File: src/sv/wavhp_pkg.sv
// Shared types and constants for the WAV header parser.
package wavhp_pkg;

    // Parse phases
    typedef enum logic [2:0] {
        PH_RIFF  = 3'd0,
        PH_RSIZE = 3'd1,
        PH_WAVE  = 3'd2,
        PH_HEAD  = 3'd3,
        PH_FMT   = 3'd4,
        PH_SKIP  = 3'd5,
        PH_WAIT  = 3'd6
    } phase_t;

    // Result status codes
    localparam logic [2:0] ST_OK        = 3'd0;
    localparam logic [2:0] ST_BAD_RIFF  = 3'd1;
    localparam logic [2:0] ST_BAD_WAVE  = 3'd2;
    localparam logic [2:0] ST_TRUNCATED = 3'd3;
    localparam logic [2:0] ST_FMT_SHORT = 3'd4;

    // Tags as they sit in a little-endian shift register: first byte lowest
    localparam logic [31:0] TAG_RIFF = 32'h4646_4952; // "RIFF"
    localparam logic [31:0] TAG_WAVE = 32'h4556_4157; // "WAVE"
    localparam logic [31:0] TAG_FMT  = 32'h2074_6D66; // "fmt "
    localparam logic [31:0] TAG_DATA = 32'h6174_6164; // "data"

    localparam logic [31:0] FMT_BYTES = 32'd16;

    // One queued word
    typedef struct packed {
        logic [7:0] stream_byte;
        logic       is_last;
    } qword_t;

endpackage

File: src/sv/wavhp_if.sv
// Valid/ready channel interfaces for the byte input and the parse result.
interface wavhp_byte_if;
    logic       valid;
    logic       ready;
    logic [7:0] stream_byte;
    logic       is_last;

    modport source (output valid, output stream_byte, output is_last, input ready);
    modport sink   (input valid, input stream_byte, input is_last, output ready);
endinterface

interface wavhp_result_if;
    logic        valid;
    logic        ready;
    logic [2:0]  status;
    logic        fmt_seen;
    logic [15:0] format_tag;
    logic [15:0] channel_count;
    logic [31:0] sample_rate;
    logic [31:0] byte_rate;
    logic [15:0] block_align;
    logic [15:0] bits_per_sample;
    logic [31:0] data_size;

    modport source (
        output valid, output status, output fmt_seen, output format_tag,
        output channel_count, output sample_rate, output byte_rate,
        output block_align, output bits_per_sample, output data_size,
        input ready
    );
    modport sink (
        input valid, input status, input fmt_seen, input format_tag,
        input channel_count, input sample_rate, input byte_rate,
        input block_align, input bits_per_sample, input data_size,
        output ready
    );
endinterface

File: src/sv/wavhp_fifo.sv
// Front end: accepts input words into a short queue ahead of the parser.
module wavhp_fifo #(
    parameter int DEPTH = 4
) (
    input  logic                clk,
    input  logic                rst_n,
    wavhp_byte_if.sink          bytes,
    output logic                q_valid,
    output wavhp_pkg::qword_t   q_word,
    input  logic                q_pop
);

    localparam int PW = (DEPTH > 1) ? $clog2(DEPTH) : 1;
    localparam int CW = $clog2(DEPTH + 1);
    localparam logic [PW-1:0] LAST_PTR = PW'(DEPTH - 1);
    localparam logic [CW-1:0] FULL_CNT = CW'(DEPTH);

    wavhp_pkg::qword_t mem_reg [DEPTH];
    logic [PW-1:0] wr_ptr_reg, wr_ptr_next;
    logic [PW-1:0] rd_ptr_reg, rd_ptr_next;
    logic [CW-1:0] count_reg, count_next;
    logic          push;
    logic          pop;

    assign bytes.ready = (count_reg != FULL_CNT);
    assign push        = bytes.valid && bytes.ready;
    assign q_valid     = (count_reg != '0);
    assign pop         = q_pop && q_valid;
    assign q_word      = mem_reg[rd_ptr_reg];

    always_comb
    begin
        wr_ptr_next = wr_ptr_reg;
        rd_ptr_next = rd_ptr_reg;
        count_next  = count_reg;
        if (push)
        begin
            wr_ptr_next = (wr_ptr_reg == LAST_PTR) ? '0 : wr_ptr_reg + PW'(1);
        end
        if (pop)
        begin
            rd_ptr_next = (rd_ptr_reg == LAST_PTR) ? '0 : rd_ptr_reg + PW'(1);
        end
        case ({push, pop})
            2'b10:   count_next = count_reg + CW'(1);
            2'b01:   count_next = count_reg - CW'(1);
            default: count_next = count_reg;
        endcase
    end

    always_ff @(posedge clk or negedge rst_n)
    begin
        if (!rst_n)
        begin
            wr_ptr_reg <= '0;
            rd_ptr_reg <= '0;
            count_reg  <= '0;
        end
        else
        begin
            wr_ptr_reg <= wr_ptr_next;
            rd_ptr_reg <= rd_ptr_next;
            count_reg  <= count_next;
        end
    end

    always_ff @(posedge clk)
    begin
        if (push)
        begin
            mem_reg[wr_ptr_reg] <= '{stream_byte: bytes.stream_byte, is_last: bytes.is_last};
        end
    end

endmodule

File: src/sv/wavhp_parser.sv
// Back end: RIFF/WAVE parse state machine and registered result.
module wavhp_parser (
    input  logic                clk,
    input  logic                rst_n,
    input  logic                q_valid,
    input  wavhp_pkg::qword_t   q_word,
    output logic                q_pop,
    wavhp_result_if.source      results
);

    wavhp_pkg::phase_t phase_reg, phase_next;
    logic [4:0]        idx_reg, idx_next;
    logic [31:0]       tag_reg, tag_next;
    logic [31:0]       size_reg, size_next;
    logic [31:0]       skip_reg, skip_next;
    logic [15:0][7:0]  fmt_reg, fmt_next;
    logic              fmt_flag_reg, fmt_flag_next;

    logic              out_valid_reg, out_valid_next;
    logic [2:0]        status_reg;
    logic              fmt_seen_reg;
    logic [15:0]       format_tag_reg;
    logic [15:0]       channel_count_reg;
    logic [31:0]       sample_rate_reg;
    logic [31:0]       byte_rate_reg;
    logic [15:0]       block_align_reg;
    logic [15:0]       bits_per_sample_reg;
    logic [31:0]       data_size_reg;

    logic              have_status;
    logic [2:0]        status_code;
    logic              produce;
    logic              do_restart;
    logic [7:0]        b;
    logic              last;

    assign b     = q_word.stream_byte;
    assign last  = q_word.is_last;
    // Take a word only when the result register can take whatever it causes
    assign q_pop = q_valid && (!out_valid_reg || results.ready);

    always_comb
    begin
        phase_next    = phase_reg;
        idx_next      = idx_reg;
        tag_next      = tag_reg;
        size_next     = size_reg;
        skip_next     = skip_reg;
        fmt_next      = fmt_reg;
        fmt_flag_next = fmt_flag_reg;
        have_status   = 1'b0;
        status_code   = wavhp_pkg::ST_OK;
        produce       = 1'b0;
        do_restart    = 1'b0;

        if (q_pop)
        begin
            case (phase_reg)
                wavhp_pkg::PH_WAIT:
                begin
                    // drop words up to the last one of the stream
                    do_restart = last;
                end
                wavhp_pkg::PH_RIFF, wavhp_pkg::PH_WAVE:
                begin
                    tag_next = {b, tag_reg[31:8]};
                    idx_next = idx_reg + 5'd1;
                    if (idx_reg == 5'd3)
                    begin
                        idx_next = '0;
                        if (phase_reg == wavhp_pkg::PH_RIFF)
                        begin
                            if (tag_next != wavhp_pkg::TAG_RIFF)
                            begin
                                have_status = 1'b1;
                                status_code = wavhp_pkg::ST_BAD_RIFF;
                            end
                            else
                            begin
                                phase_next = wavhp_pkg::PH_RSIZE;
                            end
                        end
                        else
                        begin
                            if (tag_next != wavhp_pkg::TAG_WAVE)
                            begin
                                have_status = 1'b1;
                                status_code = wavhp_pkg::ST_BAD_WAVE;
                            end
                            else
                            begin
                                phase_next = wavhp_pkg::PH_HEAD;
                            end
                        end
                    end
                end
                wavhp_pkg::PH_RSIZE:
                begin
                    size_next = {b, size_reg[31:8]};
                    idx_next  = idx_reg + 5'd1;
                    if (idx_reg == 5'd3)
                    begin
                        idx_next   = '0;
                        phase_next = wavhp_pkg::PH_WAVE;
                    end
                end
                wavhp_pkg::PH_HEAD:
                begin
                    if (idx_reg < 5'd4)
                    begin
                        tag_next = {b, tag_reg[31:8]};
                    end
                    else
                    begin
                        size_next = {b, size_reg[31:8]};
                    end
                    idx_next = idx_reg + 5'd1;
                    if (idx_reg == 5'd7)
                    begin
                        idx_next = '0;
                        if (tag_next == wavhp_pkg::TAG_DATA)
                        begin
                            have_status = 1'b1;
                            status_code = wavhp_pkg::ST_OK;
                        end
                        else if (tag_next == wavhp_pkg::TAG_FMT)
                        begin
                            if (size_next < wavhp_pkg::FMT_BYTES)
                            begin
                                have_status = 1'b1;
                                status_code = wavhp_pkg::ST_FMT_SHORT;
                            end
                            else
                            begin
                                skip_next  = size_next - wavhp_pkg::FMT_BYTES;
                                phase_next = wavhp_pkg::PH_FMT;
                            end
                        end
                        else
                        begin
                            skip_next  = size_next;
                            phase_next = (size_next != '0) ? wavhp_pkg::PH_SKIP
                                                           : wavhp_pkg::PH_HEAD;
                        end
                    end
                end
                wavhp_pkg::PH_FMT:
                begin
                    fmt_next[idx_reg[3:0]] = b;
                    idx_next = idx_reg + 5'd1;
                    if (idx_reg == 5'd15)
                    begin
                        idx_next      = '0;
                        fmt_flag_next = 1'b1;
                        phase_next    = (skip_reg != '0) ? wavhp_pkg::PH_SKIP
                                                         : wavhp_pkg::PH_HEAD;
                    end
                end
                wavhp_pkg::PH_SKIP:
                begin
                    if (skip_reg != '0)
                    begin
                        skip_next = skip_reg - 32'd1;
                    end
                    if (skip_next == '0)
                    begin
                        phase_next = wavhp_pkg::PH_HEAD;
                    end
                end
                default:
                begin
                    do_restart = 1'b1;
                end
            endcase

            if (phase_reg != wavhp_pkg::PH_WAIT)
            begin
                if (!have_status && last)
                begin
                    have_status = 1'b1;
                    status_code = wavhp_pkg::ST_TRUNCATED;
                end
                if (have_status)
                begin
                    produce = 1'b1;
                    if (last)
                    begin
                        do_restart = 1'b1;
                    end
                    else
                    begin
                        phase_next = wavhp_pkg::PH_WAIT;
                    end
                end
            end

            if (do_restart)
            begin
                phase_next    = wavhp_pkg::PH_RIFF;
                idx_next      = '0;
                tag_next      = '0;
                size_next     = '0;
                skip_next     = '0;
                fmt_next      = '0;
                fmt_flag_next = 1'b0;
            end
        end

        if (produce)
        begin
            out_valid_next = 1'b1;
        end
        else if (results.ready)
        begin
            out_valid_next = 1'b0;
        end
        else
        begin
            out_valid_next = out_valid_reg;
        end
    end

    always_ff @(posedge clk or negedge rst_n)
    begin
        if (!rst_n)
        begin
            phase_reg     <= wavhp_pkg::PH_RIFF;
            idx_reg       <= '0;
            tag_reg       <= '0;
            size_reg      <= '0;
            skip_reg      <= '0;
            fmt_reg       <= '0;
            fmt_flag_reg  <= 1'b0;
            out_valid_reg <= 1'b0;
        end
        else
        begin
            phase_reg     <= phase_next;
            idx_reg       <= idx_next;
            tag_reg       <= tag_next;
            size_reg      <= size_next;
            skip_reg      <= skip_next;
            fmt_reg       <= fmt_next;
            fmt_flag_reg  <= fmt_flag_next;
            out_valid_reg <= out_valid_next;
        end
    end

    // Result payload; a failure carries the status alone
    always_ff @(posedge clk)
    begin
        if (produce)
        begin
            status_reg <= status_code;
            if (status_code == wavhp_pkg::ST_OK)
            begin
                fmt_seen_reg        <= fmt_flag_reg;
                format_tag_reg      <= {fmt_reg[1], fmt_reg[0]};
                channel_count_reg   <= {fmt_reg[3], fmt_reg[2]};
                sample_rate_reg     <= {fmt_reg[7], fmt_reg[6], fmt_reg[5], fmt_reg[4]};
                byte_rate_reg       <= {fmt_reg[11], fmt_reg[10], fmt_reg[9], fmt_reg[8]};
                block_align_reg     <= {fmt_reg[13], fmt_reg[12]};
                bits_per_sample_reg <= {fmt_reg[15], fmt_reg[14]};
                // ok only ever comes on the final size byte of a data header
                data_size_reg       <= {b, size_reg[31:8]};
            end
            else
            begin
                fmt_seen_reg        <= 1'b0;
                format_tag_reg      <= '0;
                channel_count_reg   <= '0;
                sample_rate_reg     <= '0;
                byte_rate_reg       <= '0;
                block_align_reg     <= '0;
                bits_per_sample_reg <= '0;
                data_size_reg       <= '0;
            end
        end
    end

    assign results.valid           = out_valid_reg;
    assign results.status          = status_reg;
    assign results.fmt_seen        = fmt_seen_reg;
    assign results.format_tag      = format_tag_reg;
    assign results.channel_count   = channel_count_reg;
    assign results.sample_rate     = sample_rate_reg;
    assign results.byte_rate       = byte_rate_reg;
    assign results.block_align     = block_align_reg;
    assign results.bits_per_sample = bits_per_sample_reg;
    assign results.data_size       = data_size_reg;

endmodule

File: src/sv/wav_header_parser_core.sv
// WAV header parser top level: input queue feeding the parse engine.
// Takes a WAV file one byte word per cycle on "bytes", with is_last on the final word,
// and gives one result word on "results" per stream: status ok with the fmt fields and
// the data chunk size, or a failure code (bad RIFF tag, bad WAVE tag, truncated, fmt
// too short). Sustained rate is one byte per cycle while results are taken; the
// parse engine updates its state once per byte, and registers a result as it pops
// the byte that causes it. A DEPTH-entry queue keeps up to DEPTH further words
// accepted while a result waits to be taken. After a result, bytes up to the one
// marked last are consumed silently, and parsing restarts on the following byte.
module wav_header_parser_core #(
    parameter int DEPTH = 4
) (
    input  logic            clk,
    input  logic            rst_n,
    wavhp_byte_if.sink      bytes,
    wavhp_result_if.source  results
);

    logic              q_valid;
    logic              q_pop;
    wavhp_pkg::qword_t q_word;

    wavhp_fifo #(
        .DEPTH (DEPTH)
    ) u_fifo (
        .clk     (clk),
        .rst_n   (rst_n),
        .bytes   (bytes),
        .q_valid (q_valid),
        .q_word  (q_word),
        .q_pop   (q_pop)
    );

    wavhp_parser u_parser (
        .clk     (clk),
        .rst_n   (rst_n),
        .q_valid (q_valid),
        .q_word  (q_word),
        .q_pop   (q_pop),
        .results (results)
    );

endmodule

File: src/flat_wrapper.sv
// flat-port wrapper written by rule: the top's interface ports become plain ports
module wav_header_parser_core_flat 
#(
    parameter int DEPTH = 4
)
  (clk, rst_n, bytes_valid, bytes_stream_byte, bytes_is_last, bytes_ready, results_valid, results_status, results_fmt_seen, results_format_tag, results_channel_count, results_sample_rate, results_byte_rate, results_block_align, results_bits_per_sample, results_data_size, results_ready);
  wavhp_byte_if bytes_i ();
  wavhp_result_if results_i ();
  input  logic clk;
  input  logic rst_n;
  input wire logic [$bits(bytes_i.valid)-1:0] bytes_valid;
  input wire logic [$bits(bytes_i.stream_byte)-1:0] bytes_stream_byte;
  input wire logic [$bits(bytes_i.is_last)-1:0] bytes_is_last;
  output wire logic [$bits(bytes_i.ready)-1:0] bytes_ready;
  output wire logic [$bits(results_i.valid)-1:0] results_valid;
  output wire logic [$bits(results_i.status)-1:0] results_status;
  output wire logic [$bits(results_i.fmt_seen)-1:0] results_fmt_seen;
  output wire logic [$bits(results_i.format_tag)-1:0] results_format_tag;
  output wire logic [$bits(results_i.channel_count)-1:0] results_channel_count;
  output wire logic [$bits(results_i.sample_rate)-1:0] results_sample_rate;
  output wire logic [$bits(results_i.byte_rate)-1:0] results_byte_rate;
  output wire logic [$bits(results_i.block_align)-1:0] results_block_align;
  output wire logic [$bits(results_i.bits_per_sample)-1:0] results_bits_per_sample;
  output wire logic [$bits(results_i.data_size)-1:0] results_data_size;
  input wire logic [$bits(results_i.ready)-1:0] results_ready;
  assign bytes_i.valid = bytes_valid;
  assign bytes_i.stream_byte = bytes_stream_byte;
  assign bytes_i.is_last = bytes_is_last;
  assign bytes_ready = bytes_i.ready;
  assign results_valid = results_i.valid;
  assign results_status = results_i.status;
  assign results_fmt_seen = results_i.fmt_seen;
  assign results_format_tag = results_i.format_tag;
  assign results_channel_count = results_i.channel_count;
  assign results_sample_rate = results_i.sample_rate;
  assign results_byte_rate = results_i.byte_rate;
  assign results_block_align = results_i.block_align;
  assign results_bits_per_sample = results_i.bits_per_sample;
  assign results_data_size = results_i.data_size;
  assign results_i.ready = results_ready;
  wav_header_parser_core #(.DEPTH(DEPTH)) u_core (.clk(clk), .rst_n(rst_n), .bytes(bytes_i), .results(results_i));
endmodule
File: config.mk
export PLATFORM = sky130hd
export DESIGN_NAME = wav_header_parser_core_flat
export DESIGN_NICKNAME = d
export VERILOG_FILES = /design/src/sv/wavhp_pkg.sv /design/src/sv/wavhp_if.sv /design/src/sv/wavhp_fifo.sv /design/src/sv/wavhp_parser.sv /design/src/sv/wav_header_parser_core.sv /design/src/flat_wrapper.sv
export SDC_FILE = /design/constraint.sdc
export NUM_CORES = 1
export LEC_CHECK = 0
export ABC_AREA = 1
export BUFFER_PORTS_ARGS = -buffer_cell sky130_fd_sc_hd__buf_2
export CAP_MARGIN = 20
export CORE_ASPECT_RATIO = 2
export CORE_UTILIZATION = 55
export DETAILED_ROUTE_END_ITERATION = 8
export PLACE_DENSITY = 0.77
export SETUP_SLACK_MARGIN = 0.2
export SLEW_MARGIN = 10
export SYNTH_ARGS = -nofsm -noshare
export SYNTH_HDL_FRONTEND = slang
export SYNTH_SLANG_ARGS = --single-unit
export TNS_END_PERCENT = 100
File: constraint.sdc
create_clock -name clk -period 5.9 [get_ports clk]
set_clock_uncertainty 0.1 [all_clocks]
set_input_delay 1.475 -clock clk [delete_from_list [all_inputs] [get_ports clk]]
set_output_delay 1.475 -clock clk [all_outputs]
set_load 0.01 [all_outputs]
==> impl_metrics.json, run 1 <==
{
  "slowest_delay_ps": 630,
  "hold_viol": 0,
  "slew_headroom": 0.242,
  "setup_tns_ps": 0,
  "fin_crit_ps": 4730,
  "dieArea_um2": 40100,
  "num_vias": 18700,
  "ys_seq_elements": 441,
  "path_clk_slew_ps": 70,
  "cellLeakagePower_nw": 10.9,
  "arrival_ps": 5030,
  "cp_slowest_cell": "o21ai_1",
  "fin_crit_sh": 0.802,
  "htree_num_levels": 2,
  "post-synth-top-count-cell": "nand2_1",
  "numCtsBuffers": 39,
  "yosys.area.top_type": "dfrtp_1",
  "remaining_drc_errors": 0,
  "netlist.area_leader.share": 0.279,
  "internal-power_mw": 8.10,
  "netlist_area_um2": 21600,
  "wl_um": 70800,
  "nets": 2678,
  "endpoint_kind": "flop",
  "drtPass1Iterations": 6,
  "design_area_um2": 24400,
  "fin_util": 0.631,
  "post_cts_buffers": 0,
  "crit_top_cell": "nand2_1",
  "io_buffers": 178,
  "cts-root-buf": "clkbuf_16",
  "grt_max_degree": 97,
  "coreArea_um2": 38700,
  "synth_edf_count": 200,
  "syn-num-nets": 2513,
  "critPathMaxFanout": 35,
  "cts_buffer_depth": 3,
  "rsz0062_at_grt": "no",
  "avgSynthCellArea_um2": 8.69,
  "p_switching_mw": 8.17,
  "clock_power_share": 0.166,
  "placed_cells": 3128,
  "cts.repair.resized": 0,
  "overflow": 0,
  "synth_area_leaders": "dfrtp_1 (28%), edfxtp_1 (28%), nand2_1 (9.6%), inv_1 (5.7%), nor2_1 (5.1%)",
  "slew_violations": 0,
  "synthesis.instances": 2485,
  "gp_congestion": 1.07,
  "yosysSeqAreaShare": 0.558,
  "status": "completed",
  "crit_chain": "nor2_4 -> nand2_2 -> o21ai_1 -> ha_1 -> nand3_1 -> nor2_1 -> nand3_1 -> nor2_2 -> nand2_2 -> nand2_1 -> nand2_1 -> nand3_1 -> nand2_1 -> nand2_1 -> nand3_4 -> buf_4 -> nor2_1",
  "yosys_warnings": 0,
  "first_global_vias": 18600,
  "rows": 102,
  "hold_path.class": "flop to flop",
  "grt_antenna_before_repair": 1,
  "final_cells": 3201,
  "drt_iter0_drc": 1428,
  "worst_hold_slack_ps": 386,
  "die_x_um": 142,
  "grt_usage": 0.363,
  "die_y_um": 282,
  "power_frac_seq": 0.298,
  "worstPathRequired_ps": 6200,
  "fmax_ghz": 0.211,
  "postSynth.asyncResetShare": 0.546,
  "dpl_cell_area_um2": 23000,
  "swShare": 0.502,
  "setup-violations-final": 0,
  "wl_per_cell_um": 22.1,
  "hpwl_um": 51800,
  "ys_types": 45,
  "ir_worst_vdd_uv": 558,
  "cts_tree": "yes",
  "clock_sinks": 441,
  "drive_above_1_share": 0.151,
  "ys.flop_type": "dfrtp_1",
  "worst_slew_pin_slew_ps": 1140,
  "power.density_nw_per_um2": 667,
  "io-pin-count": 179,
  "largest_reg_flops": 128,
  "synthToLayoutAreaGrowth_pct": 13.0,
  "antenna_cells": 0,
  "critPathLaunchType": "flop",
  "critical_path_class": "flop to flop",
  "pwr-share-comb": 0.536,
  "cts_hold_buf": 0,
  "start_util": 0.558,
  "grt_first_pass_wirelength_um": 107000,
  "cap_violations": 0,
  "vias_per_cell": 5.83,
  "synth_commonest_cells": "nand2_1 (554), inv_1 (325), nor2_1 (292)",
  "ant_nets": 0,
  "clk_latency_ps": 560
}
[layout by cell type (no fill, tap or decap), types with 3 or more instances in the layout]
cell,n
a21oi_1,67
o32ai_1,8
xor2_1,15
clkinvlp_4,6
ha_1,14
clkinv_1,4
a32o_1,3
nand3_1,145
nand3_2,3
inv_1,325
clkinv_4,3
nor2_2,95
nand3b_1,4
nor2_1,290
nor3_1,18
buf_4,34
inv_2,7
clkbuf_16,45
o21ai_0,137
nand2_2,7
nand2_1,554
buf_2,177
o21ai_1,20
o21ai_2,3
nand4_1,27
o22ai_1,147
o211ai_1,31
clkinv_2,5
clkbuf_1,6
dfrtp_1,241
buf_12,5
edfxtp_1,200
nor2_4,3
o21a_1,4
[layer usage]
metal  up-vias  share of wire  GRT usage
li1       8536              -          -
met1      8841           0.30      0.336
met2       922           0.52      0.651
met3       359          0.059     0.0608
met4         2           0.12      0.370
met5         -        0.00018          0
[worst paths after layout]
path | slack, ps | from | depth (start not counted) | end
hold reg to reg | 390 | u_core.u_parser.fmt_reg[1] | 2 | u_core.u_parser.fmt_reg[1]
hold / removal | 390 | u_core.u_parser.fmt_reg[1] | 2 | u_core.u_parser.fmt_reg[1]
max in group asynchronous | 3670 | rst_n | 2 | u_core.u_fifo.rd_ptr_reg[1]
setup / recovery | 1170 | u_core.u_parser.idx_reg[2] | 17 | u_core.u_parser.results.block_align[13]
setup reg to reg | 1170 | u_core.u_parser.idx_reg[2] | 17 | u_core.u_parser.results.block_align[13]
min in group asynchronous | 850 | rst_n | 1 | u_core.u_parser.fmt_reg[47]
[metrics by stage]
stage,power (mW),worst slack [ps]
floorplan,10.3,254
global placement,13.2,1300
detailed placement,13.3,1280
CTS,16.0,1240
global route,17.1,1020
finish,16.3,1170
[worst max-delay path, delay by kind of cell, from the launching register on]
family | cells | cell delay, ps
AOI/OAI and AO/OA | 1 | 630
DFF | 1 | 520
and+or+nand+nor | 14 | 2490
buffers and inverters | 1 | 460
adders and majority gates | 1 | 330
[layout make-up]
| type | count | area [um^2] |
|---|---|---|
| flip-flops and latches | 441 | 12000 |
| well taps | 520 | 651 |
| repair buffers | 218 | 1270 |
| clock inverters | 19 | 186 |
| clock buffers | 53 | 1180 |
| fillers | 3248 | 14300 |
| multi-input cells | 1614 | 7800 |
| inverters | 336 | 1260 |
[cell families (layout without fill, tap and decap cells)]
family	Yosys count	after routing	share of synthesized area
and+or+nand+nor	1154	1154	0.229
DFF	441	441	0.558
buffers and inverters	430	626	0.0820
AOI/OAI and AO/OA	429	429	0.116
xor gates and xnor gates	16	16	0.00649
adders and majority gates	15	15	0.00904
[power groups by stage]
stage          Combinational (mW)  Sequential (mW)  Clock, mW
2_1_floorplan                5.10             5.15          0
3_3_place_gp                 8.32             4.88          0
3_5_place_dp                 8.42             4.89          0
4_1_cts                      8.46             4.84       2.72
5_1_grt                      9.37             4.93       2.83
6_report                     8.72             4.85       2.71
(Power assumes the default switching activity.)
==> inputs of run 2 (changes only) <==
--- a/config.mk
+++ b/config.mk
@@ -9,9 +9,9 @@
 export BUFFER_PORTS_ARGS = -buffer_cell sky130_fd_sc_hd__buf_2
 export CAP_MARGIN = 20
 export CORE_ASPECT_RATIO = 2
-export CORE_UTILIZATION = 55
+export CORE_UTILIZATION = 60
 export DETAILED_ROUTE_END_ITERATION = 8
-export PLACE_DENSITY = 0.77
+export PLACE_DENSITY = 0.8
 export SETUP_SLACK_MARGIN = 0.2
 export SLEW_MARGIN = 10
 export SYNTH_ARGS = -nofsm -noshare
==> constraint.sdc (replaced) <==
create_clock -name clk -period 4.65 [get_ports clk]
set_clock_uncertainty 0.1 [all_clocks]
set_input_delay 1.1625 -clock clk [delete_from_list [all_inputs] [get_ports clk]]
set_output_delay 1.1625 -clock clk [all_outputs]
set_load 0.01 [all_outputs]
==> run 2 against run 1 <==
Non-clock buffer count increased by 30; hold slack got worse by 6.4 ps; critical path depth decreased by 2; wire length increased by 3.0%; sequential power increased by 26%; fmax increased by 15%; worst setup slack got worse by 640 ps; combinational power increased by 30%; cell area increased by 0.42%; first-iteration DRC count increased by 8.9%; via count increased by 2.4%.
==> impl_metrics.json, run 2 (synthesis results as in run 1) <==
{
  "reg2regPathDepth": 15,
  "cts_tree": "yes",
  "cts_buffer_depth": 3,
  "path_clk_slew_ps": 70,
  "coreArea_um2": 35200,
  "largest_reg_flops": 128,
  "dpl_cell_area_um2": 23200,
  "fin_util": 0.696,
  "num_vias": 19100,
  "grt_antenna_before_repair": 0,
  "critical_path_class": "flop to flop",
  "cp_slowest_cell": "clkinvlp_4",
  "design_area_um2": 24500,
  "nets": 2707,
  "cts_hold_buf": 0,
  "fin_crit_ps": 4120,
  "cap_violations": 0,
  "multi_input_area_um2": 7820,
  "clock_sinks": 441,
  "htree_num_levels": 2,
  "slew_headroom": 0.286,
  "overflow": 0,
  "ant_nets": 0,
  "remaining_drc_errors": 0,
  "die_x_um": 136,
  "rsz0062_at_grt": "no",
  "setup_tns_ps": 0,
  "grt_max_degree": 92,
  "die_y_um": 270,
  "first_global_vias": 19500,
  "gp_congestion": 1.06,
  "crit_top_cell": "nand2_1",
  "layout_commonest_cell": "nand2_1",
  "antenna_cells": 0,
  "final_cell_mix": "nand2_1 (554), inv_1 (324), nor2_1 (289), dfrtp_1 (241), edfxtp_1 (200)",
  "rows": 97,
  "dieArea_um2": 36800,
  "io_buffers": 178,
  "slowest_delay_ps": 520,
  "setup-violations-final": 0,
  "numCtsBuffers": 38,
  "vias_per_cell": 6.06,
  "slew_violations": 0,
  "fin_crit_sh": 0.885,
  "worst_slew_pin_slew_ps": 1070,
  "start_util": 0.613,
  "cellLeakagePower_nw": 11.0,
  "critPathLaunchType": "flop",
  "grt_usage": 0.403,
  "cts-root-buf": "clkbuf_16",
  "seqCellArea_um2": 12000,
  "synthToLayoutAreaGrowth_pct": 13.4,
  "status": "completed",
  "ir_worst_vdd_uv": 1080,
  "clk_latency_ps": 550,
  "drive_above_1_share": 0.161,
  "drtPass1Iterations": 6,
  "wl_um": 73000,
  "endpoint_kind": "flop",
  "post_cts_buffers": 0,
  "worstPathRequired_ps": 4820,
  "n_fill_cell": 2767,
  "power.density_nw_per_um2": 850,
  "cts.repair.resized": 0,
  "drt_iter0_drc": 1555,
  "wl_per_cell_um": 23.1,
  "met1Wirelength_um": 21300,
  "hold_depth": 1,
  "arrival_ps": 4290,
  "fmax_ghz": 0.243,
  "hold_path.class": "flop to flop",
  "hold_viol": 0,
  "crit_chain": "buf_4 -> inv_2 -> nand2_1 -> nand3_1 -> nand2_1 -> buf_4 -> inv_1 -> nand4_1 -> o21ai_1 -> nand2_1 -> inv_1 -> nand2_1 -> o21ai_2 -> clkinvlp_4 -> buf_12",
  "grt_first_pass_wirelength_um": 109000,
  "io-pin-count": 179,
  "wl_met3_um": 4290,
  "critPathMaxFanout": 39,
  "met2WireLength_um": 38400,
  "routed.top_layer": "met4",
  "hpwl_um": 53600
}
run 2: cell count changes in the layout (fill, tap and decap cells not counted), moves of 4 or more:
cell | previous run | this run
clkinv_1 | 4 | 8
buf_4 | 34 | 61
clkbuf_16 | 45 | 39
clkinvlp_4 | 6 | 2
run 2: power breakdown:
group / internal [mW] / total [mW] / leakage [nW] / switching [mW]
sequential: 5.56 / 6.11 / 5.27 / 0.551
combinational: 3.02 / 11.3 / 5.15 / 8.31
clock: 1.85 / 3.36 / 0.629 / 1.52
total: 10.4 / 20.8 / 11.0 / 10.4
run 2: critical path, delay by kind of cell (launching register included):
kind                   cells  cell delay, ps
AND/OR/NAND/NOR            6             900
flip-flops                 1             370
buffers and inverters      7            1930
AO/OA/AOI/OAI              2             500
run 2: area by class of cell:
class,instances,share of cell area
multi-input combinational,1614,0.319
timing repair buffer,248,0.0622
tap,445,0.0227
inverter,336,0.0517
clock buffer,46,0.0426
clock inverter,23,0.0100
sequential,441,0.492
run 2: per-stage QoR:
stage          power (mW)  worst slack [ps]  cells  hold WS [ps]
2_1_floorplan        13.0              -552   2485           346
3_3_place_gp         16.9               823   3083           361
3_5_place_dp         17.1               713   3084           366
4_1_cts              20.5               651   3153           380
5_1_grt              21.9               335   3153           385
6_report             20.8               533   3153           379
run 2: worst paths after layout:
path                            slack (ps)                        start                                     to
worst max-delay path                   530  u_core.u_fifo.rd_ptr_reg[0]  u_core.u_parser.results.format_tag[0]
worst min-delay path                   380   u_core.u_fifo.count_reg[0]             u_core.u_fifo.count_reg[0]
worst max register to register         530  u_core.u_fifo.rd_ptr_reg[0]  u_core.u_parser.results.format_tag[0]
worst min register to register         380   u_core.u_fifo.count_reg[0]             u_core.u_fifo.count_reg[0]
max in group asynchronous             2900                        rst_n            u_core.u_parser.tag_reg[20]
min in group asynchronous              530                        rst_n            u_core.u_parser.skip_reg[1]
run 2: routing by layer:
metal  vias up  GRT usage
met1      9018      0.354
met2      1040      0.719
met3       439     0.0679
li1       8604          -
met5         -          0
met4         0      0.430
==> inputs of run 3 (changes only) <==
==> constraint.sdc (replaced) <==
create_clock -name clk -period 4.65 [get_ports clk]
set_clock_uncertainty 0.1 [all_clocks]
set_input_delay 0.465 -clock clk [delete_from_list [all_inputs] [get_ports clk]]
set_output_delay 0.465 -clock clk [all_outputs]
set_load 0.01 [all_outputs]
==> run 3 against run 2 <==
Non-clock buffer count decreased by 18; register-to-register slack improved by 100 ps; combinational power decreased by 4%; clock power about the same; utilization decreased by 0.35 points; global-route usage decreased by 1.1 points; largest cell class unchanged; largest power group unchanged.
==> impl_metrics.json, run 3 (synthesis results as in run 1) <==
{
  "worst_hold_slack_ps": 26.2,
  "htree_num_levels": 2,
  "n_fill_cell": 2732,
  "dieArea_um2": 36800,
  "critical_path_class": "flop to flop",
  "first_global_vias": 19400,
  "drt_iter0_drc": 1491,
  "endpoint_kind": "flop",
  "slew_violations": 0,
  "fmax_ghz": 0.249,
  "internal-power_mw": 10.3,
  "critPathMaxFanout": 57,
  "vias_per_cell": 6.08,
  "cts_tree": "yes",
  "coreArea_um2": 35200,
  "final_cell_mix": "nand2_1 (554), inv_1 (324), nor2_1 (289), dfrtp_1 (241), edfxtp_1 (200)",
  "crit_chain": "inv_2 -> nand2_1 -> nand3_1 -> nand2_1 -> nand2_1 -> nand2_1 -> nand2_1 -> nor2_2 -> nand2_2 -> nor2_8 -> nand2_2 -> nand2_1 -> nand2_1 -> nand2_1 -> o21ai_2 -> clkinvlp_4 -> buf_12 -> buf_12",
  "p_switching_mw": 10.1,
  "wl_per_cell_um": 22.2,
  "layout_commonest_cell": "nand2_1",
  "slew_headroom": 0.159,
  "multi_input_area_um2": 7820,
  "seqCellArea_um2": 12000,
  "nets": 2689,
  "antenna_cells": 0,
  "grt_first_pass_wirelength_um": 107000,
  "clock_sinks": 441,
  "arrival_ps": 4140,
  "hold_viol": 0,
  "drive_above_1_share": 0.155,
  "drtPass1Iterations": 6,
  "remaining_drc_errors": 0,
  "hold_path.class": "primary input to flop",
  "hpwl_um": 49900,
  "crit_top_cell": "nand2_1",
  "overflow": 0,
  "clock_power_share": 0.165,
  "largest_reg_flops": 128,
  "cp_num_buf_inv": 4,
  "die_y_um": 270,
  "swShare": 0.495,
  "gp_congestion": 1.08,
  "num_vias": 19100,
  "io_buffers": 178,
  "worstPathRequired_ps": 4770,
  "total_power_mw": 20.4,
  "grt_usage": 0.392,
  "setup_tns_ps": 0,
  "grt_antenna_before_repair": 0,
  "post_cts_buffers": 0,
  "ir_worst_vdd_uv": 1160,
  "start_util": 0.613,
  "worst_slew_pin_slew_ps": 1250,
  "critPathLaunchType": "flop",
  "cellLeakagePower_nw": 11.0,
  "cap_violations": 0,
  "status": "completed",
  "io-pin-count": 179,
  "rows": 97,
  "die_x_um": 136,
  "synthToLayoutAreaGrowth_pct": 12.9,
  "cp_slowest_cell": "dfrtp_1",
  "setup-violations-final": 0,
  "path_clk_slew_ps": 70,
  "ant_nets": 0,
  "fin_crit_ps": 4020,
  "power_frac_seq": 0.302,
  "pwr-share-comb": 0.533,
  "rsz0062_at_grt": "no",
  "cts-root-buf": "clkbuf_16",
  "power.density_nw_per_um2": 837,
  "slowest_delay_ps": 730,
  "wl_um": 69500,
  "cts_buffer_depth": 3,
  "grt_max_degree": 116,
  "fin_crit_sh": 0.864,
  "fin_util": 0.692,
  "cp_top_family": "simple AND/OR/NAND/NOR gates",
  "clk_latency_ps": 560,
  "numCtsBuffers": 38
}
-- run 3: changes by cell type in the layout (fill, tap and decap cells not counted), sizes merged --
cell	delta
buf	-19
bufinv	+1
clkbuf	+5
clkinv	-1
clkinvlp	-2
dlygate4sd3	+1
inv	-2
-- run 3: stage by stage --
stage / setup WS [ps] / cells / area, um^2
3_3_place_gp: 961 / 3065 / 23000
4_1_cts: 781 / 3136 / 24400
5_1_grt: 412 / 3136 / 24400
2_1_floorplan: -552 / 2485 / 21600
6_report: 635 / 3136 / 24400
3_5_place_dp: 823 / 3065 / 23000
-- run 3: worst register-to-register path, cell delays in order, from the launching register on --
cell and delay (ps):
dfrtp_1 730, inv_2 280, nand2_1 130, nand3_1 90, nand2_1 430, nand2_1 100
nand2_1 120, nand2_1 80, nor2_2 140, nand2_2 100, nor2_8 190, nand2_2 110
nand2_1 70, nand2_1 80, nand2_1 120, o21ai_2 130, clkinvlp_4 140, buf_12 190
buf_12 310
-- run 3: timing repair --
| action | CTS | global route |
|---|---|---|
| hold buffers | 1 | 0 |
| endpoints found under the hold margin | 88 | 0 |
| resized for setup | 0 | 0 |
-- run 3: path summary, 6_finish.rpt --
kind                                             start                                      end  slack (ps)  cells after the start
max in group asynchronous                        rst_n             u_core.u_parser.fmt_reg[105]        2900                      3
min                                      results_ready            u_core.u_parser.results.valid          30                      2
min reg2reg                 u_core.u_fifo.count_reg[0]               u_core.u_fifo.count_reg[0]         390                      1
min in group asynchronous                        rst_n             u_core.u_parser.size_reg[13]         420                      2
max reg2reg                u_core.u_fifo.rd_ptr_reg[0]  u_core.u_parser.results.sample_rate[31]         630                     18
max                        u_core.u_fifo.rd_ptr_reg[0]  u_core.u_parser.results.sample_rate[31]         630                     18
-- run 3: per-layer routing --
metal	track usage	share of wire	vias up
met3	0.0700	0.063	421
met5	0	0	-
met1	0.365	0.30	8991
li1	-	-	8555
met4	0.374	0.11	0
met2	0.695	0.53	1099
-- run 3: final cells by class --
type                    instances  share of cell area
flip-flops and latches        441               0.494
multi-input cells            1614               0.321
repair buffers                230              0.0567
inverters                     336              0.0519
clock buffers                  51              0.0431
well taps                     445              0.0229
clock inverters                19              0.0105
-- run 3: power groups by stage --
stage / sequential (mW) / combinational (mW) / clock [mW]
3_5_place_dp: 6.20 / 10.5 / 0
2_1_floorplan: 6.54 / 6.50 / 0
6_report: 6.15 / 10.9 / 3.38
4_1_cts: 6.14 / 10.6 / 3.39
5_1_grt: 6.25 / 11.8 / 3.52
3_3_place_gp: 6.15 / 10.3 / 0
